$ cat config.mk
export PLATFORM = sky130hd
export DESIGN_NAME = lemd_norm
export DESIGN_NICKNAME = d
export VERILOG_FILES = /design/src/rtl/core/lemd_pkg.sv /design/src/rtl/core/lemd_norm.sv
export SDC_FILE = /design/constraint.sdc
export NUM_CORES = 1
export LEC_CHECK = 0
export ABC_AREA = 1
export BUFFER_PORTS_ARGS = -buffer_cell sky130_fd_sc_hd__buf_2
export CORE_MARGIN = 2
export CORE_UTILIZATION = 40
export DETAILED_ROUTE_END_ITERATION = 16
export GPL_ROUTABILITY_DRIVEN = 1
export PLACE_DENSITY_LB_ADDON = 0.08
export REMOVE_ABC_BUFFERS = 1
export SYNTH_ARGS = -nofsm -noshare
export SYNTH_HDL_FRONTEND = slang
export SYNTH_SLANG_ARGS = --single-unit
$ cat constraint.sdc
create_clock -name vclk -period 12
set_input_delay 1.2 -clock vclk [all_inputs]
set_output_delay 1.2 -clock vclk [all_outputs]
set_load 0.01 [all_outputs]
$ cat src/rtl/core/lemd_pkg.sv
// shared types and constants for the light average and motion debounce block
package lemd_pkg;

  // field widths
  localparam int RAW_W   = 12;
  localparam int TS_W    = 32;
  localparam int NORM_W  = 16;
  localparam int FRAC_W  = 16;
  localparam int AVG_W   = RAW_W + FRAC_W;
  localparam int ALPHA_W = FRAC_W + 1;
  localparam int DEB_W   = 16;
  localparam int CFG_W   = ALPHA_W;
  localparam int CFG_IDX_W = 1;

  // ema arithmetic
  localparam logic [ALPHA_W-1:0] ALPHA_ONE   = ALPHA_W'(1) << FRAC_W;
  localparam logic [ALPHA_W-1:0] ALPHA_RESET = ALPHA_W'(13107);
  localparam logic [DEB_W-1:0]   DEB_RESET   = DEB_W'(50);
  localparam int                 PROD_W      = ALPHA_W + AVG_W;
  localparam logic [PROD_W-1:0]  ROUND_HALF  = PROD_W'(1) << (FRAC_W - 1);
  localparam logic [AVG_W-1:0]   AVG_MAX     = AVG_W'((1 << RAW_W) - 1) << FRAC_W;

  // normalization: avg / 4095 as a multiply by a rounded-up reciprocal
  localparam int                NORM_DIV    = (1 << RAW_W) - 1;
  localparam int                NORM_SHIFT  = AVG_W + RAW_W;
  localparam logic [63:0]       NORM_RECIP_W =
    ((64'd1 << NORM_SHIFT) + 64'(NORM_DIV) - 64'd1) / 64'(NORM_DIV);
  localparam int                RECIP_W     = AVG_W + 1;
  localparam logic [RECIP_W-1:0] NORM_RECIP = NORM_RECIP_W[RECIP_W-1:0];
  localparam int                NPROD_W     = AVG_W + RECIP_W;
  localparam int                QUO_W       = NORM_W + 1;

  // configuration register indexes
  typedef enum logic [CFG_IDX_W-1:0] {
    CFG_LIGHT_ALPHA = 1'b0,
    CFG_DEBOUNCE_MS = 1'b1
  } cfg_idx_t;

  // debounce result handed to the pipeline
  typedef struct packed {
    logic            stable;
    logic            changed;
    logic [TS_W-1:0] changed_at;
  } mot_res_t;

endpackage

$ cat src/rtl/core/lemd_norm.sv
// average to q0.16 normalization by reciprocal multiply, saturated
module lemd_norm
  import lemd_pkg::*;
(
  input  logic [AVG_W-1:0]  avg,
  output logic [NORM_W-1:0] norm
);

  logic [NPROD_W-1:0] prod;
  logic [QUO_W-1:0]   quo;

  // exact floor(avg / 4095) over the whole average range
  assign prod = NPROD_W'(avg) * NPROD_W'(NORM_RECIP);
  assign quo  = prod[NORM_SHIFT +: QUO_W];
  // only full scale reaches 65536
  assign norm = quo[QUO_W-1] ? {NORM_W{1'b1}} : quo[NORM_W-1:0];

endmodule

* Word level (Yosys, flattened, before mapping)
Cells that the tools add are included.
Widths: inputs -> output; s select.
** Operators by class
- Add/sub/neg operators :: 0
- Multiply operators :: 1
- Divide/modulo/power cells :: 0
- $lt $le $gt $ge :: 0
- Eq/ne operators :: 0
- Shifts and indexed selects :: 0
- Mux-type cells :: 1
- Bitwise gates (word level) :: 0
- Reductions and logical operators :: 0
** Operators with widths (number)
- $mul 28x29->57 const B :: 1
- $mux 16 :: 1
** Word-level totals
- Flip-flop bits (word level) :: 0
- Latch bits :: 0
- Memory bits (writable) :: 0
- ROM bits :: 0
- Input bits :: 28
- Output and inout bits :: 16
- Word-level logic and storage cells :: 2
- Memories :: 0

* Depth between registers and ports, before layout
Gate-level depths: netlist of run 1.
- Depth in word-level cells :: 2
- Depth in mapped cells :: 21
- Gate-level depth less buffers :: 21

* Worst setup path before layout of run 1
No wires, ideal clock.
- Path type :: input to output
- From :: input port avg[23]
- To :: output port norm[14]
- Data arrival time :: 4401 ps
- Required time :: 10800 ps
- Path slack :: 6399 ps
- Cell stages on the path :: 16
- Path buffers :: 1
- Cell sequence :: ha_1 -> ha_1 -> fa_1 -> ha_1 -> fa_1 -> ha_1 -> ha_1 -> nand2_1 -> nor2_1 -> a21oi_1 -> nand2_1 -> nand2_1 -> nand3_2 -> nand2_4 -> buf_8 -> nand3_2
** Between the ends
- Longest elaborated chain between the ends :: 2
** Ends and longest elaborated chain
- from (decl) :: line lemd_norm.sv:5 : input logic [AVG_W-1:0] avg,
- $mul 28x29->57 :: line lemd_norm.sv:13 : assign prod = NPROD_W'(avg) * NPROD_W'(NORM_RECIP);
- $mux 16 :: line lemd_norm.sv:16 : assign norm = quo[QUO_W-1] ? {NORM_W{1'b1}} : quo[NORM_W-1:0];
- to (decl) :: line lemd_norm.sv:6 : output logic [NORM_W-1:0] norm
No other way between the ends.

* Worst setup path after layout of run 1
- From :: input port avg[23]
- To :: output port norm[11]
The elaborated chain is that of the path after synthesis.

==> results of run 1 <==
[power by group]
| group | leakage, nW | internal (mW) | switching, mW | total (mW) |
|---|---|---|---|---|
| clock network | 0 | 0 | 0 | 0 |
| registers | 0 | 0 | 0 | 0 |
| logic | 3.37 | 0.141 | 0.292 | 0.432 |
| total | 3.37 | 0.141 | 0.292 | 0.432 |
[how the worst max path moves through the flow]
stage,endpoint,from,slack [ns]
2_1_floorplan,norm[10],avg[23],6.41
3_3_place_gp,norm[3],avg[23],5.68
3_5_place_dp,norm[11],avg[23],5.60
4_1_cts,norm[3],avg[23],5.61
5_1_grt,norm[11],avg[23],5.41
6_report,norm[11],avg[23],5.62
[synth_stat cells (2+ instances only)]
cell      instances  area share (%)
nand2_1         211              15
ha_1            157              38
inv_1           130             9.5
nor2_1           86             6.3
a21oi_1          46             4.5
nand3_1          40             3.9
o21ai_0          24             2.4
fa_1             17             6.7
nand4_1          15             1.8
nand3_2          12             2.4
nor3_1           12             1.2
o21bai_1          7             1.0
nand2_2           6            0.73
nor2_2            6            0.73
inv_2             5            0.37
nor3_2            3            0.59
o21ai_1           3            0.29
a21o_1            2            0.29
a21oi_2           2            0.34
nand3b_1          2            0.29
nor2_4            2            0.44
nor4_1            2            0.24
o21a_1            2            0.29
[metal layers]
| metal | global-route usage (%) | wire, um | vias up |
|---|---|---|---|
| met5 | 0 | 0 | - |
| met4 | 4.94 | 356 | 0 |
| met3 | 1.44 | 853 | 19 |
| met2 | 49.6 | 8440 | 154 |
| met1 | 36.8 | 8320 | 2522 |
| li1 | - | - | 2724 |
[critical path, cell delays in order]
cell and delay, ns:
buf_2 0.16, ha_1 0.22, ha_1 0.19, fa_1 0.43
ha_1 0.32, fa_1 0.46, ha_1 0.31, ha_1 0.33
nand2_1 0.35, nor2_1 0.11, a21oi_1 0.22, nand2_1 0.08
nand2_1 0.09, nand3_2 0.12, nand2_4 0.26, nand3_2 0.15
buf_2 0.16
[through the flow]
step           cell area (um^2)  power [mW]  cells
2_1_floorplan              5100       0.292    800
3_3_place_gp               5530       0.424   1016
3_5_place_dp               5530       0.428   1016
4_1_cts                    5530       0.430   1016
5_1_grt                    5530       0.488   1016
6_report                   5530       0.432   1016
[kinds of logic (layout without fill, tap and decap cells)]
| logic type | count (synthesis) | in the layout |
|---|---|---|
| AO/OA/AOI/OAI | 90 | 90 |
| adder cells (fa/ha/maj) | 174 | 174 |
| AND/OR/NAND/NOR | 401 | 401 |
| buffers and inverters | 136 | 179 |
[cell type report]
| cell class | instances | area, um^2 |
|---|---|---|
| fill | 1395 | 7040 |
| multi-input combinational | 665 | 4590 |
| inverter | 135 | 507 |
| timing repair buffer | 44 | 220 |
| tap | 172 | 215 |
==> impl_metrics.toml, run 1 <==
[floorplan]
dieWidth_um = 117
dieArea_um2 = 13700
num_rows = 41
die_h_um = 117
io_pins = 44
core_area_um2 = 12600
initial_core_util_pct = 40.7

[yosys]
ys_types = 32
yosys_warnings = 0
synth_top_family_by_area = "adder cells"
synthMuxAreaShare_pct = 0
postSynthAreaPerCell_um2 = 6.38
synthCells = 801
synth_xor_area_share_pct = 0
synth_compound_area_share_pct = 9.67
synthAdderAreaFrac_pct = 45.1
syn_area_um2 = 5110
yosysSeqAreaShare_pct = 0
synthSimpleGateAreaFrac_pct = 35.0

[routing]
drt-pass1-iter-count = 5
ant_nets = 0
drt_iter0_drc = 331
wl_um = 18000
drc = 0
avgRoutedWirePerCell_um = 17.7
vias_per_cell = 5.33
vias = 5419

[timing]
whs_ns = 2.87
tns_ns = 0
setup_viol = 0
worst_pin_slew_ns = 0.683
max_slew_margin_pct = 54.0
finalCriticalPeriod_ns = 6.39
rsz0062_at_grt = "false"
setup_ws_ns = 5.62
layout_worst_path_cycle_share_pct = 53.2
hold_viol = 0
report.final.slew_viol_count = 0
timing.fmax_mhz = 157

[placement]
gp_congestion = 0.923
portBuffers = 44
dp_hpwl_um = 15800
preCtsSetupSlack_ns = 5.60

[clocking]
ctsHoldBuffers = 0
cts-resized-gates = 0
postCtsSetupRepairBufs = 0

[critical_path]
cp_data_required_time_ns = 10.80
cp_max_fo = 15
endpoint_kind = "primary output"
crit_arrival_ns = 5.18
start_kind = "input pin"
criticalPathCategory = "in -> out"

[final_layout]
design.seq.count = 0
regArea_um2 = 0
final_common_cell = "nand2_1"
utilization_pct = 44.0
num-clock-buffers = 0
areaGrowthSynthToFinish_pct = 8.23
fin_nets = 1048
layout_common_cells = "nand2_1 (211), ha_1 (157), inv_1 (130)"
antenna_cells = 0
drive_gt1_share_pct = 9.83

[hold_path]
min_delay_worst_endpoint = "norm[15]"
hold_depth = 5
hp-class = "in -> out"
hp-start = "avg[27]"

[global_routing]
grt_pass1_wl_um = 28200
grt_max_degree = 16
antenna_found_initial = 0
overflow = 0
grt_usage_pct = 27.5
grt_pass1_vias = 5396

[flow_run]
cap_violations = 0

[pwr]
p_leak_nw = 3.37
peakVddDrop_mv = 0.0449
cellPowerDensity_nw_per_um2 = 78.2

[status]
status = "complete, no violations"
Power figures use the tool's default switching activity.
==> run 2: changes to the inputs <==
- clock period: 12 -> 6.3 ns (I/O delays scaled with it)
==> impl_metrics.toml, run 2 (synthesis results as in run 1) <==
[global_routing]
met1_usage_pct = 37.1
overflow = 0
grt_pass1_vias = 5244
busiest_layer = "met2"
grt_pass1_wl_um = 27700
grt_max_degree = 16
gr-usage-met2_pct = 48.5
antenna_found_initial = 0
grt_usage_pct = 27.3
grt_use_met3_pct = 1.24

[routing]
ant_nets = 0
wl_um = 17900
drt-pass1-iter-count = 4
avgRoutedWirePerCell_um = 17.6
vias_per_cell = 5.27
vias = 5355
drt_iter0_drc = 294
drc = 0

[critical_path]
cp_top_family = "adder cells"
start_kind = "input pin"
cp_data_required_time_ns = 5.67
criticalPathCategory = "in -> out"
max_stage_delay_ns = 0.47
endpoint_kind = "primary output"
crit_arrival_ns = 4.59
cp_slowest_cell = "fa_1"
worstPathCellList = "buf_2 -> ha_1 -> ha_1 -> fa_1 -> ha_1 -> fa_1 -> ha_1 -> ha_1 -> nand2_1 -> nor2_1 -> a21oi_1 -> nand2_1 -> nand2_1 -> nand3_2 -> nand2_4 -> nand3_2 -> buf_2"
cpMostUsedCell = "ha_1"
cp.depth = 17
path_buf_inv = 2
cp_max_fo = 15

[final_layout]
fin_area_um2 = 5530
areaGrowthSynthToFinish_pct = 8.23
fin_nets = 1048
antenna_cells = 0
layout_common_cells = "nand2_1 (211), ha_1 (157), inv_1 (130)"
design.seq.count = 0
num-clock-buffers = 0
drive_gt1_share_pct = 9.83
final_common_cell = "nand2_1"
regArea_um2 = 0

[pwr]
cellPowerDensity_nw_per_um2 = 148
p_leak_nw = 3.37
internal-power_uw = 268
peakVddDrop_mv = 0.0871
power_switching_uw = 552
power_frac_clock_pct = 0
swShare_pct = 67.3
finalPower_uw = 820
pwr-share-comb_pct = 100.0
pwr-share-seq_pct = 0

[timing]
max_slew_margin_pct = 61.5
rsz0062_at_grt = "false"
finalCriticalPeriod_ns = 5.22
tns_ns = 0
worst_pin_slew_ns = 0.571
timing.fmax_mhz = 192
report.final.slew_viol_count = 0
whs_ns = 1.73
layout_worst_path_cycle_share_pct = 82.8
setup_ws_ns = 1.08
hold_viol = 0
setup_viol = 0

[placement]
dp_hpwl_um = 15800
preCtsSetupSlack_ns = 1.08
dpl_cell_area_um2 = 5530
portBuffers = 44
gp_congestion = 0.923

[clocking]
ctsHoldBuffers = 0
cts-resized-gates = 0
postCtsSetupRepairBufs = 0

[floorplan]
initial_core_util_pct = 40.7
dieWidth_um = 117
core_area_um2 = 12600
die_h_um = 117
dieArea_um2 = 13700
io_pins = 44
num_rows = 41

[status]
status = "complete, no violations"

[hold_path]
hp-class = "in -> out"
hold_depth = 5

[flow_run]
cap_violations = 0
## run 2: cell counts in the layout (fill, tap and decap cells not counted)
No cell type changed its count.
## run 2: path summary, 6_finish.rpt
| path | from | endpoint | slack (ns) |
|---|---|---|---|
| max | avg[23] | norm[11] | 1.08 |
| min | avg[27] | norm[15] | 1.73 |
## run 2: layer usage
metal  vias up  part of all wire [%]
li1       2726                     -
met1      2477                    46
met2       131                    47
met3        21                   4.6
met4         0                   2.4
met5         -                     0
## run 2: cell type report
class,instances,area [um^2]
fill,1397,7040
inverter,135,507
multi-input combinational,665,4590
tap,172,215
timing repair buffer,44,220
## run 2: power by group through the flow
stage | logic, mW | registers (mW) | clock network (mW)
after floorplan | 0.556 | 0 | 0
after global placement | 0.808 | 0 | 0
after detailed placement | 0.815 | 0 | 0
after CTS | 0.821 | 0 | 0
after global routing | 0.927 | 0 | 0
final | 0.820 | 0 | 0
## run 2: stage by stage
step                cells  util [%]
floorplan             800         -
global placement     1016      44.0
detailed placement   1016      44.0
CTS                  1016      44.0
global route         1016      44.0
finish               1016      44.0
==> run 3: changes to the inputs <==
- clock period: 6.3 -> 4.2 ns (I/O delays scaled with it)
==> impl_metrics.toml, run 3 (synthesis results as in run 1) <==
[status]
status = "finished, violations left"
violations = "negative setup slack"

[critical_path]
cp_data_required_time_ns = 3.78
cp_slowest_cell = "fa_2"
cpMostUsedCell = "ha_4"
start_kind = "input pin"
endpoint_kind = "primary output"
worstPathCellList = "buf_8 -> ha_4 -> ha_4 -> fa_2 -> ha_4 -> fa_2 -> ha_4 -> ha_4 -> nand2_2 -> nand2_4 -> nand2_1 -> nand2_2 -> a21oi_2 -> nand2_2 -> nand2_2 -> nand3_4 -> nand2_8 -> nand3_4 -> buf_6"
criticalPathCategory = "in -> out"
max_stage_delay_ns = 0.58
cp_max_fo = 8
crit_arrival_ns = 3.83

[final_layout]
final_cells = 1091
layout_common_cells = "nand2_1 (187), ha_1 (125), inv_1 (124)"
final_common_cell = "nand2_1"
regArea_um2 = 0
antenna_cells = 0
num-fill-cells = 1225
areaGrowthSynthToFinish_pct = 37.0
utilization_pct = 55.7
design.seq.count = 0
num-clock-buffers = 0
fin_nets = 1123
fin_area_um2 = 7000
drive_gt1_share_pct = 29.1
multi_input_area_um2 = 5380

[timing]
max_slew_margin_pct = 44.9
layout_worst_path_cycle_share_pct = 101
setup_ws_ns = -0.0468
rsz0062_at_grt = "true"
finalCriticalPeriod_ns = 4.25
hold_viol = 0
setup_viol = 13
report.final.slew_viol_count = 0
timing.fmax_mhz = 235
whs_ns = 1.37
worst_pin_slew_ns = 0.823

[routing]
wl_um = 19300
vias = 5765
vias_per_cell = 5.28
drc = 0
ant_nets = 0
drt_iter0_drc = 363
avgRoutedWirePerCell_um = 17.7
drt-pass1-iter-count = 5

[clocking]
ctsHoldBuffers = 0

[placement]
dpl_cell_area_um2 = 6030
gp_congestion = 1.04
portBuffers = 44
dp_cells = 1083
dp_hpwl_um = 16400

[global_routing]
grt_pass1_wl_um = 29900
grt_max_degree = 9
grt_pass1_vias = 5745
grt_usage_pct = 28.9
antenna_found_initial = 0
overflow = 0

[pwr]
peakVddDrop_mv = 0.165
cellPowerDensity_nw_per_um2 = 287
p_leak_nw = 3.83

[floorplan]
io_pins = 44
dieArea_um2 = 13700
dieWidth_um = 117
die_h_um = 117
num_rows = 41
core_area_um2 = 12600
initial_core_util_pct = 40.7

[hold_path]
hp-class = "in -> out"

[flow_run]
cap_violations = 0
[run 3: cell count changes in the layout (fill, tap and decap cells not counted), sizes merged]
cell and delta:
nand2 +1, buf +74
[run 3: routing by layer]
layer	GRT usage, %	wire, um	vias up
met5	0	0	-
met4	6.27	467	0
met3	1.75	1050	29
met2	50.8	9040	192
met1	39.2	8760	2662
li1	-	-	2882
[run 3: worst max-delay path: cells and delay by family]
family	cells	cell delay [ns]
and+or+nand+nor	9	0.89
AOI/OAI and AO/OA	1	0.16
adders and majority gates	7	2.12
buffers and inverters	2	0.23
[run 3: power breakdown]
group / internal, mW / switching, mW / total [mW]
Sequential: 0 / 0 / 0
Clock: 0 / 0 / 0
Combinational: 0.879 / 1.13 / 2.01
[run 3: worst paths after layout]
path | slack [ns] | endpoint | start | depth (start not counted)
worst min-delay path | 1.37 | norm[15] | avg[27] | 5
worst max-delay path | -0.05 | norm[3] | avg[23] | 19
[run 3: metrics by stage]
step | worst slack (ns) | power, mW | setup TNS (ns)
floorplan | 0.172 | 0.835 | 0
global placement | -0.405 | 1.42 | -4.75
detailed placement | -0.424 | 1.43 | -5.26
CTS | 0.000547 | 1.83 | 0
global route | -0.148 | 2.19 | -1.80
finish | -0.0468 | 2.01 | -0.239
[run 3: what timing repair did]
item	CTS	global route
pin swaps	53	41
resized for setup	114	58
cloned	1	0
endpoints found under the setup margin	16	16
buffers inserted	6	2
hold endpoints to repair	0	0
[run 3: layout make-up]
cell class / count / share of cell area (%)
Timing Repair Buffer: 118 / 12.9
Tap cell: 172 / 3.07
Inverter: 135 / 7.23
Multi-Input combinational cell: 666 / 76.8
