**src/rtl/core/lemd_pkg.sv**
```systemverilog
// shared types and constants for the light average and motion debounce block
package lemd_pkg;

  // field widths
  localparam int RAW_W   = 12;
  localparam int TS_W    = 32;
  localparam int NORM_W  = 16;
  localparam int FRAC_W  = 16;
  localparam int AVG_W   = RAW_W + FRAC_W;
  localparam int ALPHA_W = FRAC_W + 1;
  localparam int DEB_W   = 16;
  localparam int CFG_W   = ALPHA_W;
  localparam int CFG_IDX_W = 1;

  // ema arithmetic
  localparam logic [ALPHA_W-1:0] ALPHA_ONE   = ALPHA_W'(1) << FRAC_W;
  localparam logic [ALPHA_W-1:0] ALPHA_RESET = ALPHA_W'(13107);
  localparam logic [DEB_W-1:0]   DEB_RESET   = DEB_W'(50);
  localparam int                 PROD_W      = ALPHA_W + AVG_W;
  localparam logic [PROD_W-1:0]  ROUND_HALF  = PROD_W'(1) << (FRAC_W - 1);
  localparam logic [AVG_W-1:0]   AVG_MAX     = AVG_W'((1 << RAW_W) - 1) << FRAC_W;

  // normalization: avg / 4095 as a multiply by a rounded-up reciprocal
  localparam int                NORM_DIV    = (1 << RAW_W) - 1;
  localparam int                NORM_SHIFT  = AVG_W + RAW_W;
  localparam logic [63:0]       NORM_RECIP_W =
    ((64'd1 << NORM_SHIFT) + 64'(NORM_DIV) - 64'd1) / 64'(NORM_DIV);
  localparam int                RECIP_W     = AVG_W + 1;
  localparam logic [RECIP_W-1:0] NORM_RECIP = NORM_RECIP_W[RECIP_W-1:0];
  localparam int                NPROD_W     = AVG_W + RECIP_W;
  localparam int                QUO_W       = NORM_W + 1;

  // configuration register indexes
  typedef enum logic [CFG_IDX_W-1:0] {
    CFG_LIGHT_ALPHA = 1'b0,
    CFG_DEBOUNCE_MS = 1'b1
  } cfg_idx_t;

  // debounce result handed to the pipeline
  typedef struct packed {
    logic            stable;
    logic            changed;
    logic [TS_W-1:0] changed_at;
  } mot_res_t;

endpackage

```
**src/rtl/core/lemd_debounce.sv**
```systemverilog
// motion level debounce state and per-item decision
module lemd_debounce
  import lemd_pkg::*;
(
  input  logic             clk,
  input  logic             rst_n,
  input  logic             step,
  input  logic             lvl,
  input  logic [TS_W-1:0]  now_ms,
  input  logic [DEB_W-1:0] debounce_ms,
  output mot_res_t         res
);

  logic            last_read_r;
  logic [TS_W-1:0] last_edge_r;
  logic            stable_r;
  logic [TS_W-1:0] change_at_r;

  logic            edge_seen;
  logic [TS_W-1:0] edge_ms;
  logic [TS_W-1:0] elapsed;
  logic            fire;

  always_comb begin
    edge_seen = lvl != last_read_r;
    edge_ms   = edge_seen ? now_ms : last_edge_r;
    elapsed   = now_ms - edge_ms;
    fire      = (elapsed >= TS_W'(debounce_ms)) && (stable_r != lvl);
    res.stable     = fire ? lvl : stable_r;
    res.changed    = fire;
    res.changed_at = fire ? now_ms : change_at_r;
  end

  always_ff @(posedge clk) begin
    if (!rst_n) begin
      last_read_r <= 1'b0;
      last_edge_r <= '0;
      stable_r    <= 1'b0;
      change_at_r <= '0;
    end else if (step) begin
      last_read_r <= lvl;
      last_edge_r <= edge_ms;
      stable_r    <= res.stable;
      change_at_r <= res.changed_at;
    end
  end

  a_hold_state: assert property (@(posedge clk) disable iff (!rst_n)
    !step |=> $stable(stable_r) && $stable(change_at_r) && $stable(last_edge_r))
    else $error("debounce state moved without an item");

  a_change_flips: assert property (@(posedge clk) disable iff (!rst_n)
    step && res.changed |=> stable_r != $past(stable_r))
    else $error("change flagged but stable level did not flip");

  a_change_time: assert property (@(posedge clk) disable iff (!rst_n)
    step && res.changed |=> change_at_r == $past(now_ms))
    else $error("change time is not the item timestamp");

endmodule

```
**config.mk**
```make
export PLATFORM = sky130hd
export DESIGN_NAME = lemd_debounce
export DESIGN_NICKNAME = d
export VERILOG_FILES = /design/src/rtl/core/lemd_pkg.sv /design/src/rtl/core/lemd_debounce.sv
export SDC_FILE = /design/constraint.sdc
export NUM_CORES = 1
export LEC_CHECK = 0
export BUFFER_PORTS_ARGS = -buffer_cell sky130_fd_sc_hd__buf_2
export CORE_UTILIZATION = 45
export CTS_CLUSTER_SIZE = 25
export DETAILED_ROUTE_END_ITERATION = 10
export PLACE_DENSITY_LB_ADDON = 0.12
export SKIP_CTS_REPAIR_TIMING = 1
export SYNTH_ARGS = -nofsm -noshare
export SYNTH_HDL_FRONTEND = slang
export SYNTH_SLANG_ARGS = --single-unit
```
**constraint.sdc**
```tcl
create_clock -name clk -period 12.2 [get_ports clk]
set_input_delay 2.44 -clock clk [delete_from_list [all_inputs] [get_ports clk]]
set_output_delay 2.44 -clock clk [all_outputs]
set_load 0.1 [all_outputs]
```
# After elaboration in Yosys (flattened, before gate mapping)
# Index checks and enable logic that the tools add are counted.
[op_classes]
n_addsub = 1
n_lt_le_gt_ge = 1
n_eq_ne = 2
mux = 3
n_reduce_logical = 1
[ops]
columns = ["operator", "count"]
rows = [
  ["$mux 32", 2],
  ["$ge 32x16->1", 1],
  ["$sub 32x32->32", 1],
  ["$ne 1x1->1", 2],
  ["$logic_and 1x1->1", 1],
  ["$mux 1", 1],
]
[word_totals]
register_bits = 66
out_inout_bits = 34
word_cells = 12

# Depth between registers and ports, before layout
# Gate-level depths: netlist (run 1).
[depth]
ltp_word = 6
depth_mapped = 29
mapped_depth_nobuf = 25

# Worst setup path before layout (run 1)
# No wires, ideal clock.
[synth_timing]
path_type = "in2out"
from = "input lvl"
to = "output res[4] in the netlist's numbering"
arrival_ns = 8.049
setup_slack_ns = 1.711
stages = 26
n_path_buf = 6
cell_sequence = "buf_6 xor2_2 buf_2 buf_2 buf_1 mux2i_1 ha_1 clkbuf_1 nand2_1 o31ai_1 a21oi_1 o41ai_2 a21oi_4 xnor2_1 ha_1 nand4_1 nor4b_1 a221oi_1 nand4_1 nor4_1 and4b_1 nand4_1 or4_4 and2_1 buf_6 mux2_1"
[synth_rtl]
columns = ["element", "line", "source"]
rows = [
  ["start, declared", "lemd_debounce.sv:8", "input logic lvl,"],
  ["end, declared", "lemd_debounce.sv:11", "output mot_res_t res"],
]

==> run summary, run 1 <==
CP dominant cell by count: ha_1
Min Tclk post-route: 11.03 ns
Max Cap Viol: 0
Layout cells sized above 1: 18.51%
Crit. Startpoint: lvl
Critical path endpoint category: output port
Hold_ws: 0.4558 ns
CP Data Required Time: 9.76 ns
Largest stage delay, worst path: 0.62 ns
Clock buffer depth: 2
Vias in the first global route: 5,375
Rel. slew slack: 29.42%
Count leader, synth: nand2_1
Synth Area in Adders: 7.442%
HPWL Detailed: 12.88 mm
Async set-reset flop share out of synthesis: 0%
Final Setup Violations: 0
TritonCTS clock tree: yes
CP Launch Type: primary input
Gate Count Post-Synth: 799
YS warnings: 0
Status: finished, final reports clean
Xor and xnor fraction of the mapped netlist area: 3.820%
CTS Buf Count: 9
Cell types occupying the most area after synthesis: dfxtp_1, mux2i_1, nand2_1, ha_1, mux2_4
Post-synthesis compound-gate area fraction: 22.13%
ANT nets after route: 0
Crit Reg-Reg Startpoint: last_read_r$_SDFFE_PN0P_
N_diodes: 0
Die W: 120.8 um
Synth-to-Final Area Change: 11.40%
Placed cell count: 1,012
Die area: 14,600 sq um
PD cells: 132.3 nW/um^2
Root Driver: clkbuf_16
Synthesized Nets: 888
GRT Overall Usage: 23.08%
Launch point of the worst hold path: change_at_r[4]$_SDFFE_PN0P_
IO Port Bufs: 85
Fin Setup TNS: 0 ns
Most used DFF post-synth: dfxtp_1
First-pass GRT wire length: 26.81 mm
Worst Max-Slew Pin Slew: 1.059 ns
Starting density of the core: 45.96%
Unrepaired setup endpoints after global routing: false
Yosys reg bits: 66
Average size of a mapped cell: 7.953 sq um
Pin count of the biggest net entering global routing: 100
Rows: 43
Dpl ws: 1.155 ns
Seq/Total Area, Yosys: 20.79%
Post-synth EDFFs: 0
Vias: 5,880
Clock-pin slew on the worst setup and hold paths: 0.06 ns
Largest area contributor in the netlist: dfxtp_1
FF-to-FF setup slack: 6.14 ns
CORE AREA: 13,830 sq um
Via-to-Cell Ratio: 5.720
# DRC: 0
Worst EP arrival: 8.59 ns
Htree depth: 3
Commonest cells post-synth: nand2_1, dfxtp_1, mux2i_1
Slowest CP cell: or4_4
Simple-gate share of the synthesized area: 22.41%
Drt wl/cell: 16.18 um
IO Pins: 86
Top-area cell type share of the netlist area: 20.79%
Worst skew pair latency: 0.34 ns
TritonRoute pass-1 iters: 7
Hold violation total from the final report: 0
GRT overflow: 0
Clock sinks: 66
Antenna violations before repair: 0
Netlist Area Pre-Place: 6355 sq um
Worst min-delay path category: reg -> reg
Critical path peak fanout: 33
Non-filler cells, final: 1,028
Mux contribution to synthesized area: 17.41%
Final Max Slew Viols: 0
Clock skew: 0.009980 ns
Gpl congestion: 0.9234
Critical setup path kind: in -> out
DR iter-0 viols: 318
Leak: 0.003262 uW
Detailed Route WL: 16.63 mm
Largest family of logic cells by synthesized area: simple AND/OR/NAND/NOR gates
Fmax: 0.09063 GHz
Tcrit/Tclk final: 90.45%
Worst setup margin: 1.166 ns
Layout Nets: 932
Cell variety after synth: 81
Die Ht: 120.8 um
Max IR drop VDD: 0.1117 mV
[cell type report]
type                       count  area [sq um]
tap                          180         225.2
fill                        1323          6748
multi-input combinational    648          4666
clock inverter                 6         73.82
inverter                      29         108.9
timing repair buffer          89         455.4
clock buffer                  10         229.0
sequential                    66          1321
[power breakdown]
group | internal [uW] | total (uW) | switching [uW]
registers | 230 | 240 | 9.96
logic | 147 | 433 | 286
clock network | 161 | 264 | 103
total | 538 | 937 | 399
[critical path: cells and delay by family]
kind	cells	cell delay, ns
AOI/OAI and AO/OA	5	0.91
xor gates and xnor gates	2	0.55
adders and majority gates	3	0.79
buffers and inverters	3	0.66
muxes	1	0.34
and+or+nand+nor	12	2.85
[layout by cell type, fill, tap and decap left out, types with 4 or more instances in the layout]
| cell | count |
|---|---|
| nand2_1 | 154 |
| buf_2 | 85 |
| dfxtp_1 | 66 |
| mux2i_1 | 58 |
| a21oi_1 | 40 |
| ha_1 | 37 |
| nor2_1 | 31 |
| inv_1 | 29 |
| mux2_4 | 29 |
| o21ai_0 | 24 |
| o211a_1 | 21 |
| nand2b_1 | 19 |
| nor2b_1 | 17 |
| xnor2_1 | 15 |
| nand4_1 | 14 |
| nand3_1 | 13 |
| a21o_1 | 13 |
| a21boi_0 | 13 |
| nor3_1 | 12 |
| xor2_1 | 9 |
| clkbuf_16 | 9 |
| o21a_1 | 8 |
| o211ai_1 | 8 |
| or3_1 | 7 |
| and2_1 | 6 |
| and3_1 | 5 |
| o31ai_1 | 5 |
| o21ai_1 | 4 |
| mux2_2 | 4 |
| a221oi_1 | 4 |
| nor3b_1 | 4 |
| mux2_1 | 4 |
| buf_4 | 4 |
[metal layers]
metal | track usage [%] | vias to the layer above | share of wire, %
met5 | 0 | - | 0
met4 | 5.633 | 0 | 1.2
met3 | 3.821 | 17 | 4.9
met2 | 33.68 | 157 | 42
met1 | 34.69 | 2750 | 52
li1 | - | 2956 | -
[state kept, by name (all words and copies together) (netlist names)]
register / cells
change_at_r: 32
last_edge_r: 32
last_read_r: 1
stable_r: 1
[per-stage QoR]
| step | utilization, % | power [uW] | area [sq um] |
|---|---|---|---|
| 2_1_floorplan | - | 592.3 | 6355 |
| 3_3_place_gp | 49.01 | 669.1 | 6777 |
| 3_5_place_dp | 49.01 | 672.8 | 6777 |
| 4_1_cts | 51.20 | 939.4 | 7079 |
| 5_1_grt | 51.20 | 990.9 | 7079 |
| 6_report | 51.20 | 936.5 | 7079 |
[cells by family (layout without fill, tap and decap cells)]
family / Yosys count / after routing
buf+inv: 85 / 134
flops: 66 / 66
compound gates: 188 / 188
xor+xnor: 26 / 26
mux: 95 / 95
fa+ha+maj: 38 / 38
simple gates: 301 / 301
[path summary, 6_finish.rpt]
| path | to | cells after the start |
|---|---|---|
| worst max-delay path | res[5] | 26 |
| worst min register to register | change_at_r[4]$_SDFFE_PN0P_ | 2 |
| worst min-delay path | change_at_r[4]$_SDFFE_PN0P_ | 2 |
| worst max register to register | change_at_r[27]$_SDFFE_PN0P_ | 24 |
Note: power is estimated with default switching activity, not from simulation.
==> run 2: changes to the inputs <==
--- a/config.mk
+++ b/config.mk
@@ -5,12 +5,14 @@
 export SDC_FILE = /design/constraint.sdc
 export NUM_CORES = 1
 export LEC_CHECK = 0
+export ABC_AREA = 1
 export BUFFER_PORTS_ARGS = -buffer_cell sky130_fd_sc_hd__buf_2
-export CORE_UTILIZATION = 45
+export CORE_UTILIZATION = 44
 export CTS_CLUSTER_SIZE = 25
 export DETAILED_ROUTE_END_ITERATION = 10
 export PLACE_DENSITY_LB_ADDON = 0.12
 export SKIP_CTS_REPAIR_TIMING = 1
+export SLEW_MARGIN = 25
 export SYNTH_ARGS = -nofsm -noshare
 export SYNTH_HDL_FRONTEND = slang
 export SYNTH_SLANG_ARGS = --single-unit
==> run 2 against run 1 <==
Global-route usage increased by 0.62 points. Core utilization decreased by 0.40 points. Non-clock buffer count decreased by 3. Sequential share of layout area decreased by 0.70 points. Hold slack improved by 0.021 ns. Largest power group unchanged. Sequential power about the same. Largest cell class unchanged. Power increased by 7.9%. Clock power increased by 16%. Critical endpoint is now res[27]. Setup slack improved by 1.0 ns.
==> run summary, run 2 <==
Vias in the first global route: 5,822
Largest registers: change_at_r: 32 flops, last_edge_r: 32 flops
Max IR drop VDD: 0.1129 mV
Starting density of the core: 44.94%
Pin count of the biggest net entering global routing: 111
Bufs and invs on worst path: 6
Clock sinks: 66
Overall Power: 1010 uW
Largest stage delay, worst path: 0.52 ns
Final Max Slew Viols: 0
Final Setup Violations: 0
Die W: 123.6 um
Clock-pin slew on the worst setup and hold paths: 0.05 ns
CTS Buf Count: 9
Cell variety after synth: 34
Via-to-Cell Ratio: 4.955
Worst Max-Slew Pin Slew: 0.8257 ns
IO Port Bufs: 85
Area of the multi-input gates: 4220 sq um
Largest area contributor in the netlist: dfxtp_1
Hold violation total from the final report: 0
Die Ht: 123.6 um
CORE AREA: 14,480 sq um
Min Tclk post-route: 10.00 ns
Netlist Area Pre-Place: 6506 sq um
Max Cap Viol: 0
Async set-reset flop share out of synthesis: 0%
PD cells: 137.4 nW/um^2
CP top delay family: simple AND/OR/NAND/NOR gates
CP dominant cell by count: nand2_1
Top-area cell type share of the netlist area: 20.31%
Count leader, synth: nand2_1
Layout Nets: 1,288
Drt wl/cell: 12.71 um
Unrepaired setup endpoints after global routing: false
Rows: 44
Most frequent cells in the layout: nand2_1, inv_1, nor2_1, nand3_1, buf_2
Slowest CP cell: nand2_4
Worst skew pair latency: 0.33 ns
Clock buffer depth: 2
TritonRoute pass-1 iters: 4
Critical setup path kind: in -> out
Average size of a mapped cell: 5.717 sq um
Synth-to-Final Area Change: 13.04%
Gate Count Post-Synth: 1,138
First-pass GRT wire length: 28.43 mm
Status: finished, final reports clean
# fillers: 1,555
# DRC: 0
Vias: 6,878
Fin Setup TNS: 0 ns
Yosys reg bits: 66
Rel. slew slack: 44.96%
CP Data Required Time: 9.76 ns
Detailed Route WL: 17.64 mm
CP Launch Type: primary input
Clock skew: 0.008381 ns
Leak: 0.004364 uW
GRT Overall Usage: 23.70%
GRT overflow: 0
Seq/Total Area, Yosys: 20.31%
Root Driver: clkbuf_16
HPWL Detailed: 14.08 mm
Most used DFF post-synth: dfxtp_1
Fmax: 0.1000 GHz
Commonest cells post-synth: nand2_1, inv_1, nor2_1
YS warnings: 0
Synthesized Nets: 1,227
Cell types occupying the most area after synthesis: dfxtp_1, nand2_1, inv_1, nand3_1, nor2_1
Worst EP arrival: 7.56 ns
Htree depth: 3
Layout cells sized above 1: 13.12%
TritonCTS clock tree: yes
Post-synth EDFFs: 0
Tcrit/Tclk final: 81.97%
N_diodes: 0
Die area: 15,280 sq um
Worst min-delay path category: reg -> reg
Antenna violations before repair: 0
Register area: 1321 sq um
IO Pins: 86
Commonest non-fill, non-tap cell in the layout: nand2_1
ANT nets after route: 0
Gpl congestion: 0.9591
Critical path endpoint category: output port
Critical path peak fanout: 63
DR iter-0 viols: 502
[run 2: cell families after synthesis]
| group | share of synthesized area [%] |
|---|---|
| buffers and inverters | 14.94 |
| multiplexers | 2.615 |
| AND/OR/NAND/NOR | 42.19 |
| adder cells (fa/ha/maj) | 7.115 |
| XOR/XNOR | 2.154 |
| flip-flops | 20.31 |
| AO/OA/AOI/OAI | 10.67 |
[run 2: worst paths after layout]
kind                           startpoint                           end  slack [ns]  cells after the start
max                                   lvl                       res[27]        2.20                     30
min          last_edge_r[15]$_SDFFE_PN0P_  last_edge_r[15]$_SDFFE_PN0P_        0.48                      2
max reg2reg      last_read_r$_SDFFE_PN0P_   change_at_r[1]$_SDFFE_PN0P_        7.12                     30
min reg2reg  last_edge_r[15]$_SDFFE_PN0P_  last_edge_r[15]$_SDFFE_PN0P_        0.48                      2
[run 2: cell type report]
class                      instances  area share (%)
clock buffer                      10           3.249
clock inverter                     6           1.531
inverter                         211           10.77
multi-input combinational        825           57.38
sequential                        66           17.97
tap                              184           3.130
timing repair buffer              86           5.971
[run 2: worst register-to-register path, delay by kind of cell, from the launching register on]
family          cells  cell delay [ns]
xor+xnor            1             0.14
flops               1             0.37
simple gates       18             2.85
buf+inv             5             0.32
compound gates      3             0.70
fa+ha+maj           3             0.65
[run 2: layer usage]
layer / wire length, um / GRT usage, % / part of all wire (%)
met5: 0 / 0 / 0
met4: 410 / 7.982 / 2.3
met3: 929 / 3.022 / 5.3
met2: 7184 / 34.69 / 41
met1: 9118 / 35.26 / 52
[run 2: through the flow]
step / setup WS, ns / hold WS (ns) / instance area [sq um] / instances / utilization [%]
floorplan: 3.006 / 0.4490 / 6506 / 1138 / -
global placement: 2.311 / 0.4620 / 6999 / 1372 / 48.34
detailed placement: 2.200 / 0.4635 / 6999 / 1372 / 48.34
CTS: 2.195 / 0.4825 / 7351 / 1388 / 50.77
global route: 1.639 / 0.5059 / 7355 / 1388 / 50.80
finish: 2.200 / 0.4770 / 7355 / 1388 / 50.80
[run 2: where the power goes]
| part | internal, uW | leakage (uW) | total [uW] | switching, uW |
|---|---|---|---|---|
| clock | 206 | 0.000173 | 305 | 98.9 |
| sequential | 233 | 0.000547 | 242 | 9.64 |
| combinational | 131 | 0.00364 | 463 | 332 |
| total | 570 | 0.00436 | 1010 | 440 |
==> run 3: changes to the inputs <==
--- a/config.mk
+++ b/config.mk
@@ -5,7 +5,7 @@
 export SDC_FILE = /design/constraint.sdc
 export NUM_CORES = 1
 export LEC_CHECK = 0
-export ABC_AREA = 1
+export ABC_AREA = 0
 export BUFFER_PORTS_ARGS = -buffer_cell sky130_fd_sc_hd__buf_2
 export CORE_UTILIZATION = 44
 export CTS_CLUSTER_SIZE = 25
==> constraint.sdc (replaced) <==
create_clock -name clk -period 9.7 [get_ports clk]
set_input_delay 1.94 -clock clk [delete_from_list [all_inputs] [get_ports clk]]
set_output_delay 1.94 -clock clk [all_outputs]
set_load 0.1 [all_outputs]
==> run 3 against run 2 <==
Routed wire length up 2.4%. Critical path depth down 4. Non-clock buffer count up 5. Flip-flop and latch count unchanged. Global-route usage up 0.79 points. Highest routed layer unchanged.
==> run summary, run 3 (synthesis gave the netlist of run 1 again) <==
Hold violation total from the final report: 0
Critical setup path kind: in -> out
Worst min-delay path category: reg -> reg
Rows: 43
HPWL Detailed: 13.86 mm
Via-to-Cell Ratio: 5.828
TritonCTS clock tree: yes
Drt wl/cell: 17.50 um
Min Tclk post-route: 9.321 ns
CP Launch Type: primary input
Commonest non-fill, non-tap cell in the layout: nand2_1
Leak: 0.003416 uW
Worst EP arrival: 7.38 ns
Hold endpoint: change_at_r[22]$_SDFFE_PN0P_
Tcrit/Tclk final: 96.09%
Clock sinks: 66
Crit Reg-Reg Startpoint: last_read_r$_SDFFE_PN0P_
Clock skew: 0.008568 ns
Rel. slew slack: 34.85%
GRT Overall Usage: 24.48%
Critical path endpoint category: output port
Slowest CP cell: or4_4
CTS Buf Count: 9
Layout cells sized above 1: 19.01%
Layout Nets: 936
Die W: 122.2 um
Final Max Slew Viols: 0
Detailed Route WL: 18.06 mm
Root Driver: clkbuf_16
Critical path peak fanout: 9
Status: finished, final reports clean
Worst skew pair latency: 0.34 ns
IO Pins: 86
Die area: 14,930 sq um
ANT nets after route: 0
Pin count of the biggest net entering global routing: 100
Htree depth: 3
Synth-to-Final Area Change: 19.85%
Starting density of the core: 45.43%
Gpl congestion: 0.9300
Most frequent cells in the layout: nand2_1, dfxtp_1, mux2i_1, buf_2, a21oi_1
Clock buffer depth: 2
Unrepaired setup endpoints after global routing: false
IO Port Bufs: 85
Max Cap Viol: 0
Launch point of the worst hold path: change_at_r[22]$_SDFFE_PN0P_
Largest registers: change_at_r: 32 flops, last_edge_r: 32 flops
FF-to-FF End: change_at_r[30]$_SDFFE_PN0P_
First-pass GRT wire length: 28.77 mm
Crit. Startpoint: lvl
GRT overflow: 0
Hold_ws: 0.4593 ns
N_diodes: 0
# DRC: 0
Hold path depth: 2
Fmax: 0.1073 GHz
Max IR drop VDD: 0.1172 mV
Die Ht: 122.2 um
Vias in the first global route: 5,677
Fin Setup TNS: 0 ns
DR iter-0 viols: 487
Clock-pin slew on the worst setup and hold paths: 0.06 ns
Final core utilization: 54.45%
Worst Max-Slew Pin Slew: 0.9773 ns
Vias: 6,015
TritonRoute pass-1 iters: 5
CP Data Required Time: 7.76 ns
PD cells: 162.4 nW/um^2
Worst Reg-to-Reg Cells: 24
FF-to-FF setup slack: 3.76 ns
CORE AREA: 13,990 sq um
Final Setup Violations: 0
Antenna violations before repair: 0
# fillers: 1,348
Largest stage delay, worst path: 0.64 ns
==> run 3: cell types whose count changed in the layout (fill, tap and decap cells not counted), moves of 17 or more <==
cell	delta
nor2b_1	+17
nand2b_1	+19
mux2_4	+29
buf_2	-32
nand3_1	-102
o21ai_0	-25
nand2_2	-22
nor2_1	-103
o211a_1	+21
nand2_1	-158
inv_1	-173
mux2i_1	+41
buf_12	+33
==> run 3: area by class of cell <==
| cell class | count | area [sq um] | area share (%) |
|---|---|---|---|
| Multi-Input combinational cell | 650 | 4698 | 61.69 |
| Sequential cell | 66 | 1321 | 17.35 |
| Timing Repair Buffer | 91 | 965.9 | 12.68 |
| Clock buffer | 10 | 229.0 | 3.006 |
| Tap cell | 180 | 225.2 | 2.957 |
| Inverter | 29 | 108.9 | 1.429 |
| Clock inverter | 6 | 67.56 | 0.8871 |
==> run 3: how the worst max path moves through the flow <==
stage / end / slack (ns) / cells after the start
4_1_cts: res[6] / -0.09 / 25
2_1_floorplan: res[4] / 0.21 / 26
6_report: res[6] / 0.38 / 26
3_5_place_dp: res[6] / -0.08 / 25
5_1_grt: res[6] / 0.01 / 26
3_3_place_gp: res[5] / 0.06 / 25
==> run 3: per-stage QoR <==
step                instance area, sq um  setup WS [ns]  total power [uW]  cells
floorplan                           6355         0.2107             745.0    799
global placement                    7287        0.06035             901.7   1014
detailed placement                  7287       -0.07670             910.0   1014
CTS                                 7584       -0.08983              1239   1030
global route                        7616        0.01160              1305   1032
finish                              7616         0.3793              1236   1032
==> run 3: layer usage <==
layer  global-route usage [%]  wire length (um)  vias up
met2                    35.56              7556      219
li1                         -                 -     2963
met4                    7.012               252        0
met3                    4.167              1108       19
met1                    36.49              9142     2814
met5                        0                 0        -
==> run 3: power breakdown <==
group	internal [uW]	total, uW	switching, uW	leakage (uW)
Clock	199	323	124	0.000139
Sequential	290	303	13.0	0.000542
Combinational	234	611	377	0.00273
==> run 3: worst max-delay path, delay by kind of cell <==
family	cells	cell delay, ns
buffers and inverters	3	0.46
AO/OA/AOI/OAI	5	0.91
AND/OR/NAND/NOR	12	2.59
XOR/XNOR	2	0.30
adder cells (fa/ha/maj)	3	0.79
multiplexers	1	0.38
